File: src/rtl/core/rbrd_pkg.sv
// Shared types, codes and constants of the region bitmap run-length decoder.
package rbrd_pkg;

    // Widths of positions, counts and totals
    localparam int POS_W    = 14;
    localparam int CNT_W    = 14;
    localparam int TILE_W   = 21;
    localparam int PROD_W   = CNT_W + POS_W;
    localparam int COORD_W  = 10;
    localparam int HELD_W   = 7;
    localparam int CODE_W   = 8;
    localparam int WROW_MIN = 11;

    // Previous-row record that names no row
    localparam int NO_ROW = 2047;

    // Saturation point of the set-cell total
    localparam logic [TILE_W-1:0] TILE_CAP = 21'h100000;

    // Code byte ops, bits 7..6
    typedef enum logic [1:0] {
        OP_SKIP_CELLS = 2'd0,
        OP_RUN        = 2'd1,
        OP_SKIP_ROWS  = 2'd2,
        OP_REPEAT     = 2'd3
    } op_t;

    // Result event kinds
    typedef enum logic [1:0] {
        EV_NONE   = 2'd0,
        EV_RUN    = 2'd1,
        EV_REPEAT = 2'd2
    } kind_t;

    typedef struct packed {
        logic [CODE_W-1:0] code_byte;
        logic              last_byte;
    } in_word_t;

    typedef struct packed {
        kind_t              event_kind;
        logic [COORD_W-1:0] start_col;
        logic [COORD_W-1:0] start_row;
        logic [CNT_W-1:0]   run_count;
        logic [TILE_W-1:0]  tile_total;
        logic               stream_done;
        logic               decode_error;
    } result_t;

    // Add to the set-cell total, saturating at the cap
    function automatic logic [TILE_W-1:0] sat_add(input logic [TILE_W-1:0] base,
                                                  input logic [PROD_W-1:0] amount);
        logic [PROD_W:0] sum;
        sum = (PROD_W+1)'(base) + (PROD_W+1)'(amount);
        return (sum > (PROD_W+1)'(TILE_CAP)) ? TILE_CAP : sum[TILE_W-1:0];
    endfunction

endpackage

File: src/rtl/core/rbrd_core.sv
// Decode state and per-word next-state and result logic of the bitmap decoder.
module rbrd_core #(
    parameter int GRID_SIZE = 1024
) (
    input  logic              aclk,
    input  logic              aresetn,
    input  logic              fire,
    input  rbrd_pkg::in_word_t in_word,
    output rbrd_pkg::result_t  result
);
    import rbrd_pkg::*;

    localparam int ROW_BITS = $clog2(GRID_SIZE);
    localparam int WROW_W   = (ROW_BITS > WROW_MIN) ? ROW_BITS : WROW_MIN;
    localparam logic [POS_W-1:0]  GRID_LAST = POS_W'(GRID_SIZE - 1);
    localparam logic [POS_W-1:0]  GRID_END  = POS_W'(GRID_SIZE);
    localparam logic [WROW_W-1:0] NO_ROW_W  = WROW_W'(NO_ROW);

    logic [POS_W-1:0]  col_reg, col_next;
    logic [POS_W-1:0]  row_reg, row_next;
    logic [HELD_W-1:0] held_reg, held_next;
    logic              await_reg, await_next;
    logic [POS_W-1:0]  pw_reg, pw_next;
    logic [WROW_W-1:0] wrow_reg, wrow_next;
    logic [TILE_W-1:0] tiles_reg, tiles_next;
    logic              err_reg, err_next;

    op_t               op;
    logic [CNT_W-1:0]  n;
    logic              run;
    logic [POS_W-1:0]  row_m1;
    logic [POS_W-1:0]  above_w;
    logic [PROD_W-1:0] prod;
    logic [POS_W-1:0]  new_m1;
    kind_t             kind;
    logic [POS_W-1:0]  scol;
    logic [POS_W-1:0]  srow;
    logic [CNT_W-1:0]  cnt;

    // Width of the row just above, if it is the recorded one
    assign row_m1  = row_reg - POS_W'(1);
    assign above_w = (POS_W'(wrow_reg) == row_m1) ? pw_reg : '0;
    assign prod    = PROD_W'(n) * PROD_W'(above_w);

    // Decode one word against the current state
    always_comb begin
        col_next   = col_reg;
        row_next   = row_reg;
        held_next  = held_reg;
        await_next = await_reg;
        pw_next    = pw_reg;
        wrow_next  = wrow_reg;
        tiles_next = tiles_reg;
        err_next   = err_reg;
        op         = OP_SKIP_CELLS;
        n          = '0;
        run        = 1'b0;
        kind       = EV_NONE;
        scol       = '0;
        srow       = '0;
        cnt        = '0;
        new_m1     = '0;

        // Parse the code, joining a two-byte count
        if (!err_reg) begin
            if (await_reg) begin
                op         = op_t'(held_reg[6:5]);
                n          = CNT_W'({held_reg[4:0], in_word.code_byte}) + CNT_W'(1);
                await_next = 1'b0;
                run        = 1'b1;
            end else if (col_reg > GRID_LAST || row_reg > GRID_LAST) begin
                err_next = 1'b1;
            end else begin
                op = op_t'(in_word.code_byte[7:6]);
                if (in_word.code_byte[5]) begin
                    held_next  = {in_word.code_byte[7:6], in_word.code_byte[4:0]};
                    await_next = 1'b1;
                end else begin
                    n   = CNT_W'(in_word.code_byte[4:0]) + CNT_W'(1);
                    run = 1'b1;
                end
            end
        end

        // Apply the op
        if (run) begin
            case (op)
                OP_SKIP_CELLS: begin
                    col_next = col_reg + POS_W'(n);
                end
                OP_RUN: begin
                    if (POS_W'(wrow_reg) != row_reg) begin
                        pw_next   = POS_W'(n);
                        wrow_next = WROW_W'(row_reg);
                    end else begin
                        pw_next = pw_reg + POS_W'(n);
                    end
                    tiles_next = sat_add(tiles_reg, PROD_W'(n));
                    kind       = EV_RUN;
                    scol       = col_reg;
                    srow       = row_reg;
                    cnt        = n;
                    col_next   = col_reg + POS_W'(n);
                end
                OP_SKIP_ROWS: begin
                    if (col_reg != '0) begin
                        err_next = 1'b1;
                    end else begin
                        row_next = row_reg + POS_W'(n);
                    end
                end
                default: begin
                    // Repeat the previous row
                    if (col_reg != '0 || row_reg == '0) begin
                        err_next = 1'b1;
                    end else begin
                        tiles_next = sat_add(tiles_reg, prod);
                        kind       = EV_REPEAT;
                        srow       = row_reg;
                        cnt        = n;
                        row_next   = row_reg + POS_W'(n);
                        new_m1     = row_next - POS_W'(1);
                        if (new_m1 < POS_W'(NO_ROW)) begin
                            wrow_next = WROW_W'(new_m1);
                            pw_next   = above_w;
                        end else begin
                            wrow_next = NO_ROW_W;
                            pw_next   = '0;
                        end
                    end
                end
            endcase
            // Wrap the column at the grid edge
            if (col_next == GRID_END) begin
                col_next = '0;
                row_next = row_next + POS_W'(1);
            end
        end

        // Check the stream end
        if (in_word.last_byte && (await_next || row_next != GRID_END)) begin
            err_next = 1'b1;
        end

        result.event_kind   = kind;
        result.start_col    = scol[COORD_W-1:0];
        result.start_row    = srow[COORD_W-1:0];
        result.run_count    = cnt;
        result.tile_total   = tiles_next;
        result.stream_done  = in_word.last_byte;
        result.decode_error = err_next;
    end

    // Hold the decode state; clear it after the closing word
    always_ff @(posedge aclk) begin
        if (!aresetn || (fire && in_word.last_byte)) begin
            col_reg   <= '0;
            row_reg   <= '0;
            held_reg  <= '0;
            await_reg <= 1'b0;
            pw_reg    <= '0;
            wrow_reg  <= NO_ROW_W;
            tiles_reg <= '0;
            err_reg   <= 1'b0;
        end else if (fire) begin
            col_reg   <= col_next;
            row_reg   <= row_next;
            held_reg  <= held_next;
            await_reg <= await_next;
            pw_reg    <= pw_next;
            wrow_reg  <= wrow_next;
            tiles_reg <= tiles_next;
            err_reg   <= err_next;
        end
    end

    // Error stays set for the rest of a stream
    a_err_sticky: assert property (@(posedge aclk) disable iff (!aresetn)
        err_reg && fire && !in_word.last_byte |=> err_reg)
        else $error("decode error cleared inside a stream");

    // A pending second byte is consumed by the next word
    a_await_once: assert property (@(posedge aclk) disable iff (!aresetn)
        await_reg && fire |=> !await_reg)
        else $error("two-byte code left pending");

    // The total never exceeds its cap
    a_tile_cap: assert property (@(posedge aclk) disable iff (!aresetn)
        tiles_reg <= TILE_CAP)
        else $error("set-cell total above cap");

endmodule

File: src/rtl/core/region_bitmap_rle_decoder.sv
// Top level of the region bitmap run-length decoder: input and result registers.
//
// Decodes a run-length coded square bitmap, one code byte per word.
// Input channel s_*: s_code_byte with s_last_byte marking the final byte of
// a stream. Result channel m_*: one result word per input word, giving the
// event (run of set cells or row repeat), its start column and row, its
// count, the saturating set-cell total, the stream-done mark and the sticky
// decode error. On the closing word the error also reflects the end check.
// An accepted word is held in the input register; when the result register is
// free or drained, the decode logic and the state update land in the result
// register. Throughput is one word per cycle while m_ready stays high,
// limited by the single state update per word (one 14x14 multiply-add for a
// row repeat).
// Reset (aresetn low, synchronous) empties both registers and returns the
// decode state to the start of a stream; the state also returns there after
// each closing word. When m_ready is low the result register holds, the
// input register fills, and s_ready drops until the result is taken.
module region_bitmap_rle_decoder #(
    parameter int GRID_SIZE = 1024
) (
    input  logic        aclk,
    input  logic        aresetn,
    input  logic        s_valid,
    output logic        s_ready,
    input  logic [7:0]  s_code_byte,
    input  logic        s_last_byte,
    output logic        m_valid,
    input  logic        m_ready,
    output logic [1:0]  m_event_kind,
    output logic [9:0]  m_start_col,
    output logic [9:0]  m_start_row,
    output logic [13:0] m_run_count,
    output logic [20:0] m_tile_total,
    output logic        m_stream_done,
    output logic        m_decode_error
);
    import rbrd_pkg::*;

    logic     in_valid_reg;
    in_word_t in_word_reg;
    logic     out_valid_reg;
    result_t  result_reg;
    result_t  result_next;
    logic     advance;

    // Move a word into the result register when it is free or drained
    assign advance = in_valid_reg && (!out_valid_reg || m_ready);
    assign s_ready = !in_valid_reg || advance;

    rbrd_core #(
        .GRID_SIZE(GRID_SIZE)
    ) u_core (
        .aclk    (aclk),
        .aresetn (aresetn),
        .fire    (advance),
        .in_word (in_word_reg),
        .result  (result_next)
    );

    // Input register
    always_ff @(posedge aclk) begin
        if (!aresetn) begin
            in_valid_reg <= 1'b0;
        end else if (s_ready) begin
            in_valid_reg <= s_valid;
        end
    end

    always_ff @(posedge aclk) begin
        if (s_valid && s_ready) begin
            in_word_reg <= '{code_byte: s_code_byte, last_byte: s_last_byte};
        end
    end

    // Result register
    always_ff @(posedge aclk) begin
        if (!aresetn) begin
            out_valid_reg <= 1'b0;
        end else if (advance) begin
            out_valid_reg <= 1'b1;
        end else if (m_ready) begin
            out_valid_reg <= 1'b0;
        end
    end

    always_ff @(posedge aclk) begin
        if (advance) begin
            result_reg <= result_next;
        end
    end

    assign m_valid        = out_valid_reg;
    assign m_event_kind   = result_reg.event_kind;
    assign m_start_col    = result_reg.start_col;
    assign m_start_row    = result_reg.start_row;
    assign m_run_count    = result_reg.run_count;
    assign m_tile_total   = result_reg.tile_total;
    assign m_stream_done  = result_reg.stream_done;
    assign m_decode_error = result_reg.decode_error;

    // A held word reaches an empty result register in the next cycle
    a_fill: assert property (@(posedge aclk) disable iff (!aresetn)
        in_valid_reg && !out_valid_reg |=> out_valid_reg)
        else $error("word not advanced into empty result register");

    // Input side is open whenever the input register is empty
    a_ready: assert property (@(posedge aclk) disable iff (!aresetn)
        !in_valid_reg |-> s_ready)
        else $error("input stalled with empty input register");

    // Events carry a nonzero count, idle results a zero one
    a_count: assert property (@(posedge aclk) disable iff (!aresetn)
        m_valid |-> ((m_event_kind == EV_NONE) == (m_run_count == '0)))
        else $error("event count mismatch");

    // No event code beyond a row repeat
    a_kind: assert property (@(posedge aclk) disable iff (!aresetn)
        m_valid |-> (m_event_kind == EV_NONE || m_event_kind == EV_RUN ||
                     m_event_kind == EV_REPEAT))
        else $error("undefined event kind");

endmodule
File: config.mk
export PLATFORM = sky130hd
export DESIGN_NAME = region_bitmap_rle_decoder
export DESIGN_NICKNAME = d
export VERILOG_FILES = /design/src/rtl/core/rbrd_pkg.sv /design/src/rtl/core/rbrd_core.sv /design/src/rtl/core/region_bitmap_rle_decoder.sv
export SDC_FILE = /design/constraint.sdc
export NUM_CORES = 1
export LEC_CHECK = 0
export ABC_AREA = 0
export BUFFER_PORTS_ARGS = -buffer_cell sky130_fd_sc_hd__buf_4
export CORE_UTILIZATION = 40
export DETAILED_ROUTE_END_ITERATION = 6
export PLACE_DENSITY = 0.62
export SYNTH_ARGS = -nofsm -noshare
export SYNTH_HDL_FRONTEND = slang
export SYNTH_SLANG_ARGS = --single-unit
File: constraint.sdc
create_clock -name aclk -period 15.51 [get_ports aclk]
set_input_delay 3.102 -clock aclk [delete_from_list [all_inputs] [get_ports aclk]]
set_output_delay 3.102 -clock aclk [all_outputs]
set_load 0.02 [all_outputs]
Yosys cells after proc, flatten, opt, wreduce, memory -nomap -nowiden
Cells that the tools add are included.
Widths: inputs -> output; s select.
{"block": "classes", "n_eq_ne": 8, "div_mod_pow": 0, "n_mux": 54, "reduce_logical": 24, "n_addsub": 10, "n_shift": 0, "order_cmp": 5, "bitwise": 4, "mul": 1}
{"cell": "$mux 14", "count": 17}
{"cell": "$mux 21", "count": 4}
{"cell": "$pmux 14 s2", "count": 3}
{"cell": "$gt 29x21->1 const B", "count": 2}
{"cell": "$add 14x14->14", "count": 3}
{"cell": "$pmux 21 s2", "count": 1}
{"cell": "$mux 11", "count": 3}
{"cell": "$add 21x28->29", "count": 1}
{"cell": "$gt 14x10->1 const B", "count": 2}
{"cell": "$mul 14x14->28", "count": 1}
{"cell": "$sub 14x1->14 const B", "count": 2}
{"cell": "$add 21x14->22", "count": 1}
{"cell": "$pmux 11 s2", "count": 1}
{"cell": "$pmux 10 s2", "count": 1}
{"cell": "$mux 1", "count": 17}
{"cell": "$add 13x1->14 const B", "count": 1}
{"cell": "$add 14x1->14 const B", "count": 1}
{"cell": "$eq 11x14->1", "count": 1}
{"cell": "$eq 14x11->1 const B", "count": 1}
{"cell": "$logic_not 14->1", "count": 1}
{"cell": "$lt 14x11->1 const B", "count": 1}
{"cell": "$ne 11x14->1", "count": 1}
{"cell": "$ne 14x11->1 const B", "count": 1}
{"cell": "$reduce_bool 14->1", "count": 1}
{"cell": "other kinds (19)", "count": 38}
{"block": "totals", "wordCells": 125, "mem_count": 0, "latchBits": 0, "register_bits": 153, "mem_bits_ro": 0, "output_inout_bits": 61, "ramBits": 0}

Longest topological paths before layout
Gate-level depths: netlist of the first run.
{"block": "logic_depth", "word_depth": 16, "mapped_depth": 41, "mapped_depth_nobuf": 35}

By module
A second synthesis of the first run with hierarchy kept.
{"block": "hier_totals", "hier_cells": 2178, "area_unflattened_um2": 18141.1}
{"module": "rbrd_core", "instances": 1, "seq_area_each_um2": 1661.6, "cells_each": 2101, "area_each_um2": 15995.3}
{"module": "region_bitmap_rle_decoder", "instances": 1, "seq_area_each_um2": 2082.0, "cells_each": 77, "area_each_um2": 2145.8}

Worst setup path after synthesis of the first run
OpenSTA, ideal clock, no wires.
{"block": "synth_path", "kind": "register to register", "start": "reg u_core.row_reg[0]", "end": "reg result_reg, in the netlist m_tile_total[13] (data pin)", "path_stages_with_launch": 38, "path_slack_ns": 6.018, "t_required_ns": 15.341, "arrival_time_ns": 9.323, "n_path_buf": 6, "cell_sequence": "dfxtp_1 > clkbuf_1 > nor4_1 > nand2b_1 > nor3_1 > nor2_1 > nor4_1 > nand2b_1 > nor4_1 > clkbuf_1 > clkbuf_1 > clkbuf_1 > nand2_1 > nor2_1 > fa_1 > inv_1 > fa_1 > inv_1 > [2 not listed] > fa_1 > inv_1 > fa_1 > inv_1 > ha_1 > clkbuf_1 > a21o_1 > a21o_1 > a221o_1 > or2_2 > o21ai_0 > o211ai_1 > nor4_1 > a41oi_1 > nor4b_2 > clkbuf_1 > nand2_1 > o31ai_1"}
{"item": "start, declared", "line_no": "rbrd_core.sv:20", "rtl": "logic [POS_W-1:0] row_reg, row_next;"}
{"item": "start signal, assigned", "line_no": "rbrd_core.sv:167", "rtl": "row_reg <= row_next;"}
{"item": "end signal, assigned", "line_no": "region_bitmap_rle_decoder.sv:88", "rtl": "result_reg <= result_next;"}
{"item": "end, declared", "line_no": "region_bitmap_rle_decoder.sv:42", "rtl": "result_t result_reg;"}

==> impl_metrics.json, run 1 <==
{
  "setup_viol": 0,
  "utilization": 0.446,
  "fill_cells": 4466,
  "vias_per_cell": 5.92,
  "grt_overflow": 0,
  "cts_tree": "built",
  "violations": "DRC",
  "finClkSkew_ps": 17.5,
  "worst_hold_slack_ps": 505,
  "die_y_um": 218,
  "vias": 17200,
  "nNetsFinal": 2621,
  "synth-edff-count": 68,
  "slowest_delay_ps": 890,
  "syn_nets": 2612,
  "area_growth_pct": 9.21,
  "period_share": 0.704,
  "critical_path_arrival_ps": 11230,
  "synth_most_common_cell": "nor2_1",
  "drive_gt1_frac": 0.0717,
  "rsz0062_at_grt": "no",
  "status": "finished with violations",
  "place_congestion": 0.935,
  "maxCapViolCount": 0,
  "synth_top_area_frac": 0.179,
  "synth_area_um2": 18700,
  "r2r-start": "u_core.row_reg[0]",
  "worst_slew_pin_slew_ps": 1180,
  "end_kind": "flop",
  "dominantRegCellSynth": "dfxtp_1",
  "hold_start": "u_core.wrow_reg[10]",
  "worst_setup_path_start_kind": "flop",
  "slowest_stage": "nor4_1",
  "ys_top_cells_by_count": "nor2_1, inv_1, nand2_1, fa_1, ha_1",
  "slew_headroom": 0.210,
  "insertion_delay_ps": 470,
  "grt.total_usage": 0.268,
  "cts_resized": 0,
  "initial_core_util": 0.409,
  "timing.setup.tns_ps": 0,
  "numCtsBuffers": 17,
  "period_minus_slack_ps": 10930,
  "yosysSeqAreaShare": 0.200,
  "path_max_fanout": 29,
  "syn_avg_cell_area_um2": 8.20,
  "syn_inst": 2280,
  "synth.area.top_cells": "fa_1, edfxtp_1, ha_1",
  "wl_per_cell_um": 21.6,
  "required_ps": 15810,
  "ir_drop_v": 0.000148,
  "num_io_pins": 74,
  "cts_hold_buf": 0,
  "fp.dieArea_um2": 47600,
  "htreeDepth": 4,
  "hp-class": "reg -> reg",
  "grt_max_degree": 64,
  "ys_warn_count": 0,
  "core_area_um2": 45800,
  "worstSetupPathType": "reg -> reg",
  "first_iter_violations": 1688,
  "ys_ff_latch": 153,
  "firstDrtPassIters": 7,
  "final_hold_viol_count": 0,
  "powerDensity_nw_per_um2": 58.6,
  "startpoint": "u_core.row_reg[0]",
  "cts_buffer_depth": 2,
  "max_freq_mhz": 91.5,
  "die_x_um": 218,
  "antenna_left": 0,
  "numClockSinks": 153,
  "cts-root-buf": "clkbuf_16",
  "core.rowCount": 78,
  "drt-total-wl_um": 62700,
  "drc": 10,
  "antenna_cells": 0,
  "synth_cell_types": 87,
  "synth_top_area_cell": "fa_1",
  "post-cts-setup-buffer-count": 0,
  "cpMostUsedCell": "fa_1",
  "grt_pass1_vias": 16600,
  "clk_pin_slew_ps": 80,
  "grt_pass1_wl_um": 97200,
  "grt_antenna_before_repair": 0,
  "port_buffers": 73,
  "power.leakage_nw": 9.19,
  "drv_slew": 0,
  "synthArstFlopShare": 0,
  "dp_hpwl_um": 47800
}
## critical path: cells and delay by family (launching register included)
| family | cells | cell delay, ps |
|---|---|---|
| AO/OA/AOI/OAI | 6 | 1810 |
| buffers and inverters | 6 | 970 |
| AND/OR/NAND/NOR | 14 | 4500 |
| adder cells (fa/ha/maj) | 7 | 3020 |
| flip-flops | 1 | 410 |
## metal layers
metal | global-route usage | vias to the layer above | wire, um
li1 | - | 7884 | -
met1 | 0.379 | 8423 | 28100
met2 | 0.406 | 756 | 27200
met3 | 0.0391 | 129 | 4990
met4 | 0.112 | 0 | 2370
met5 | 0 | - | 0
## cells in the final DEF (no fill, tap or decap), types with 7 or more instances in the layout
| cell | instances |
|---|---|
| nor2_1 | 273 |
| inv_1 | 242 |
| nand2_1 | 218 |
| fa_1 | 167 |
| ha_1 | 152 |
| a21oi_1 | 127 |
| o21ai_0 | 110 |
| buf_4 | 95 |
| dfxtp_1 | 85 |
| edfxtp_1 | 68 |
| xnor2_1 | 59 |
| nor3_1 | 50 |
| xor2_1 | 46 |
| nand3_1 | 44 |
| and2_1 | 38 |
| and3_1 | 36 |
| a31oi_1 | 34 |
| a21o_1 | 33 |
| nor4_1 | 31 |
| mux2i_1 | 22 |
| or3_1 | 22 |
| nand2b_1 | 21 |
| nor2b_1 | 21 |
| a211oi_1 | 19 |
| o21a_1 | 17 |
| clkbuf_16 | 17 |
| nand4_1 | 16 |
| o21bai_1 | 13 |
| o22ai_1 | 12 |
| or2_2 | 11 |
| nand3b_1 | 11 |
| clkinv_1 | 11 |
| a211o_1 | 10 |
| o211ai_1 | 10 |
| or4_1 | 8 |
| o31ai_1 | 7 |
| a2111oi_0 | 7 |
| nor3b_1 | 7 |
| a22oi_1 | 7 |
## power by group
group	leakage [nW]	internal [W]	switching (W)
Clock	0.291	0.000256	0.000200
Sequential	1.34	0.000438	0.0000183
Combinational	7.56	0.0000909	0.000193
## cells by family (layout without fill, tap and decap cells)
group	count (synthesis)	count (layout)	synth area share
and+or+nand+nor	834	834	0.212
AOI/OAI and AO/OA	484	484	0.170
buffers and inverters	358	380	0.0724
adders and majority gates	319	319	0.280
DFF	153	153	0.200
xor gates and xnor gates	105	105	0.0492
muxes	27	27	0.0154
## through the flow
stage / setup WS, ps / instance area [um^2] / power, W / cells
after floorplan: 6020 / 18700 / 0.000641 / 2280
after global placement: 5000 / 19800 / 0.000740 / 2870
final: 4580 / 20400 / 0.00120 / 2902
after CTS: 4800 / 20400 / 0.00120 / 2902
after global routing: 3950 / 20400 / 0.00124 / 2902
after detailed placement: 4890 / 19800 / 0.000742 / 2870
## path summary, 6_finish.rpt
path	end	slack (ps)	depth (start not counted)
max	m_tile_total[17]	4580	33
max reg2reg	m_tile_total[17]	4580	33
min reg2reg	u_core.wrow_reg[10]	510	2
min	u_core.wrow_reg[10]	510	2
## cell type report
cell class,count,area [um^2],share of cell area
Inverter,253,951,0.0466
Multi-Input combinational cell,1769,13700,0.668
Clock inverter,15,189,0.00925
Timing Repair Buffer,95,713,0.0349
Clock buffer,17,425,0.0208
Tap cell,600,751,0.0368
Sequential cell,153,3740,0.183
Power figures use the tool's default switching activity.
==> run 2, diff against run 1 <==
--- a/config.mk
+++ b/config.mk
@@ -5,7 +5,7 @@
 export SDC_FILE = /design/constraint.sdc
 export NUM_CORES = 1
 export LEC_CHECK = 0
-export ABC_AREA = 0
+export ABC_AREA = 1
 export BUFFER_PORTS_ARGS = -buffer_cell sky130_fd_sc_hd__buf_4
 export CORE_UTILIZATION = 40
 export DETAILED_ROUTE_END_ITERATION = 6
==> constraint.sdc (replaced) <==
create_clock -name aclk -period 10.52 [get_ports aclk]
set_input_delay 2.104 -clock aclk [delete_from_list [all_inputs] [get_ports aclk]]
set_output_delay 2.104 -clock aclk [all_outputs]
set_load 0.02 [all_outputs]
==> run 2 against run 1 <==
- the flow still finishes with violations (DRC)
- sequential power rose by 52%
- largest power group is now combinational logic
- via count rose by 7.0%
- area after synthesis rose by 4.2%
- non-clock buffer count rose by 9
- global-route usage fell by 0.72 points
- highest routed layer unchanged
- first-iteration DRC count fell by 3.9%
- wire length rose by 0.87%
- final cell count rose by 18%
- clock skew fell by 4.6 ps
- setup slack got worse by 3700 ps
- combinational power rose to 2.7 times the previous value
- critical path depth rose by 6
==> impl_metrics.json, run 2 <==
{
  "insertion_delay_ps": 470,
  "placed_area_um2": 20700,
  "grt_max_degree": 66,
  "routed.top_layer": "met4",
  "multi_input_comb_area_um2": 13400,
  "drc": 2,
  "dp_hpwl_um": 49100,
  "period_share": 0.920,
  "fp.dieArea_um2": 49600,
  "wl_met1_um": 28000,
  "violations": "DRC",
  "ys_ff_latch": 153,
  "grt.total_usage": 0.261,
  "synth.area.top_cells": "fa_1, nand2_1, edfxtp_1",
  "area_growth_pct": 9.19,
  "syn_inst": 2750,
  "period_minus_slack_ps": 9680,
  "yosysSeqAreaShare": 0.192,
  "firstDrtPassIters": 7,
  "cts_tree": "built",
  "drv_slew": 0,
  "finClkSkew_ps": 12.8,
  "grt_pass1_vias": 18100,
  "slowest_delay_ps": 550,
  "power.leakage_nw": 10.7,
  "core.rowCount": 80,
  "hp-class": "reg -> reg",
  "antenna_cells": 0,
  "grt_antenna_before_repair": 0,
  "met3_length_um": 4530,
  "ys_top_cells_by_count": "nand2_1, inv_1, nor2_1, nand3_1, fa_1",
  "first_iter_violations": 1623,
  "syn_nets": 3082,
  "die_y_um": 223,
  "regArea_um2": 3740,
  "initial_core_util": 0.407,
  "grt_pass1_wl_um": 100000,
  "setup_viol": 0,
  "rsz0062_at_grt": "no",
  "cpMostUsedCell": "inv_1",
  "post-cts-setup-buffer-count": 0,
  "synth_area_um2": 19500,
  "final_cell_mix": "nand2_1, inv_1, nor2_1, nand3_1, fa_1",
  "final_hold_viol_count": 0,
  "fill_cells": 4913,
  "dominantRegCellSynth": "dfxtp_1",
  "slew_headroom": 0.304,
  "antenna_left": 0,
  "port_buffers": 73,
  "drive_gt1_frac": 0.0790,
  "max_freq_mhz": 103,
  "stdcell_area_um2": 21300,
  "wl_met2_um": 29000,
  "htreeDepth": 4,
  "critical_path_arrival_ps": 10020,
  "clk_pin_slew_ps": 70,
  "numClockSinks": 153,
  "cts_buffer_depth": 2,
  "utilization": 0.444,
  "synth_cell_types": 60,
  "end_kind": "flop",
  "core_area_um2": 47900,
  "synthArstFlopShare": 0,
  "synth-edff-count": 68,
  "synth_top_area_cell": "fa_1",
  "wl_per_cell_um": 18.5,
  "status": "finished with violations",
  "die_x_um": 223,
  "ys_warn_count": 0,
  "synth_top_area_frac": 0.171,
  "worst_slew_pin_slew_ps": 1040,
  "nNetsFinal": 3129,
  "maxCapViolCount": 0,
  "path_max_fanout": 15,
  "worstSetupPathType": "reg -> reg",
  "grt_overflow": 0,
  "syn_avg_cell_area_um2": 7.09,
  "worst_setup_path_start_kind": "flop",
  "vias_per_cell": 5.37,
  "timing.setup.tns_ps": 0,
  "powerDensity_nw_per_um2": 97.7,
  "final_common_cell": "nand2_1",
  "drt-total-wl_um": 63200,
  "ir_drop_v": 0.0000990,
  "required_ps": 10860,
  "synth_most_common_cell": "nand2_1",
  "report.power.total_w": 0.00208,
  "num_io_pins": 74,
  "place_congestion": 0.957,
  "slowest_stage": "fa_1",
  "vias": 18400,
  "cts-root-buf": "clkbuf_16",
  "numCtsBuffers": 17
}
-- run 2: layout make-up --
class / count / share of cell area
multi-input combinational: 1980 / 0.629
sequential: 153 / 0.176
clock inverter: 14 / 0.00664
timing repair buffer: 104 / 0.0367
tap: 615 / 0.0361
clock buffer: 18 / 0.0202
inverter: 541 / 0.0956
-- run 2: timing repair --
action,4_1_cts,5_1_grt
resized for setup,0,1
hold buffers,0,0
endpoints found under the setup margin,0,2
-- run 2: worst max-delay path: cells and delay by family, from the launching register on --
kind                     cells  cell delay (ps)
adder cells (fa/ha/maj)      8             3830
AND/OR/NAND/NOR             15             2250
flip-flops                   1              450
AO/OA/AOI/OAI                6             1230
XOR/XNOR                     1              150
buffers and inverters        9             1610
-- run 2: per-layer routing --
layer	global-route usage	up-vias
li1	-	8806
met1	0.349	8782
met2	0.430	711
met3	0.0344	99
met4	0.0905	0
met5	0	-
-- run 2: kinds of logic after synthesis --
| kind of cell | synth area share |
|---|---|
| fa+ha+maj | 0.269 |
| compound gates | 0.111 |
| flops | 0.192 |
| buf+inv | 0.123 |
| xor+xnor | 0.0377 |
| simple gates | 0.268 |
-- run 2: where the power goes --
group / switching, W / total, W / internal [W]
logic: 0.000545 / 0.000767 / 0.000221
clock network: 0.000289 / 0.000619 / 0.000330
registers: 0.0000360 / 0.000694 / 0.000658
-- run 2: per-stage QoR --
stage	instances	hold slack (ps)	worst slack [ps]
after detailed placement	3393	474	874
after floorplan	2750	450	2520
after global placement	3393	465	1010
after CTS	3425	492	847
final	3425	492	841
after global routing	3425	520	74.7
-- run 2: final timing paths --
| check | startpoint | to | cells past startpoint | slack (ps) |
|---|---|---|---|---|
| max | u_core.row_reg[1] | m_tile_total[10] | 39 | 840 |
| min | u_core.wrow_reg[10] | u_core.wrow_reg[10] | 2 | 490 |
| max reg2reg | u_core.row_reg[1] | m_tile_total[10] | 39 | 840 |
| min reg2reg | u_core.wrow_reg[10] | u_core.wrow_reg[10] | 2 | 490 |
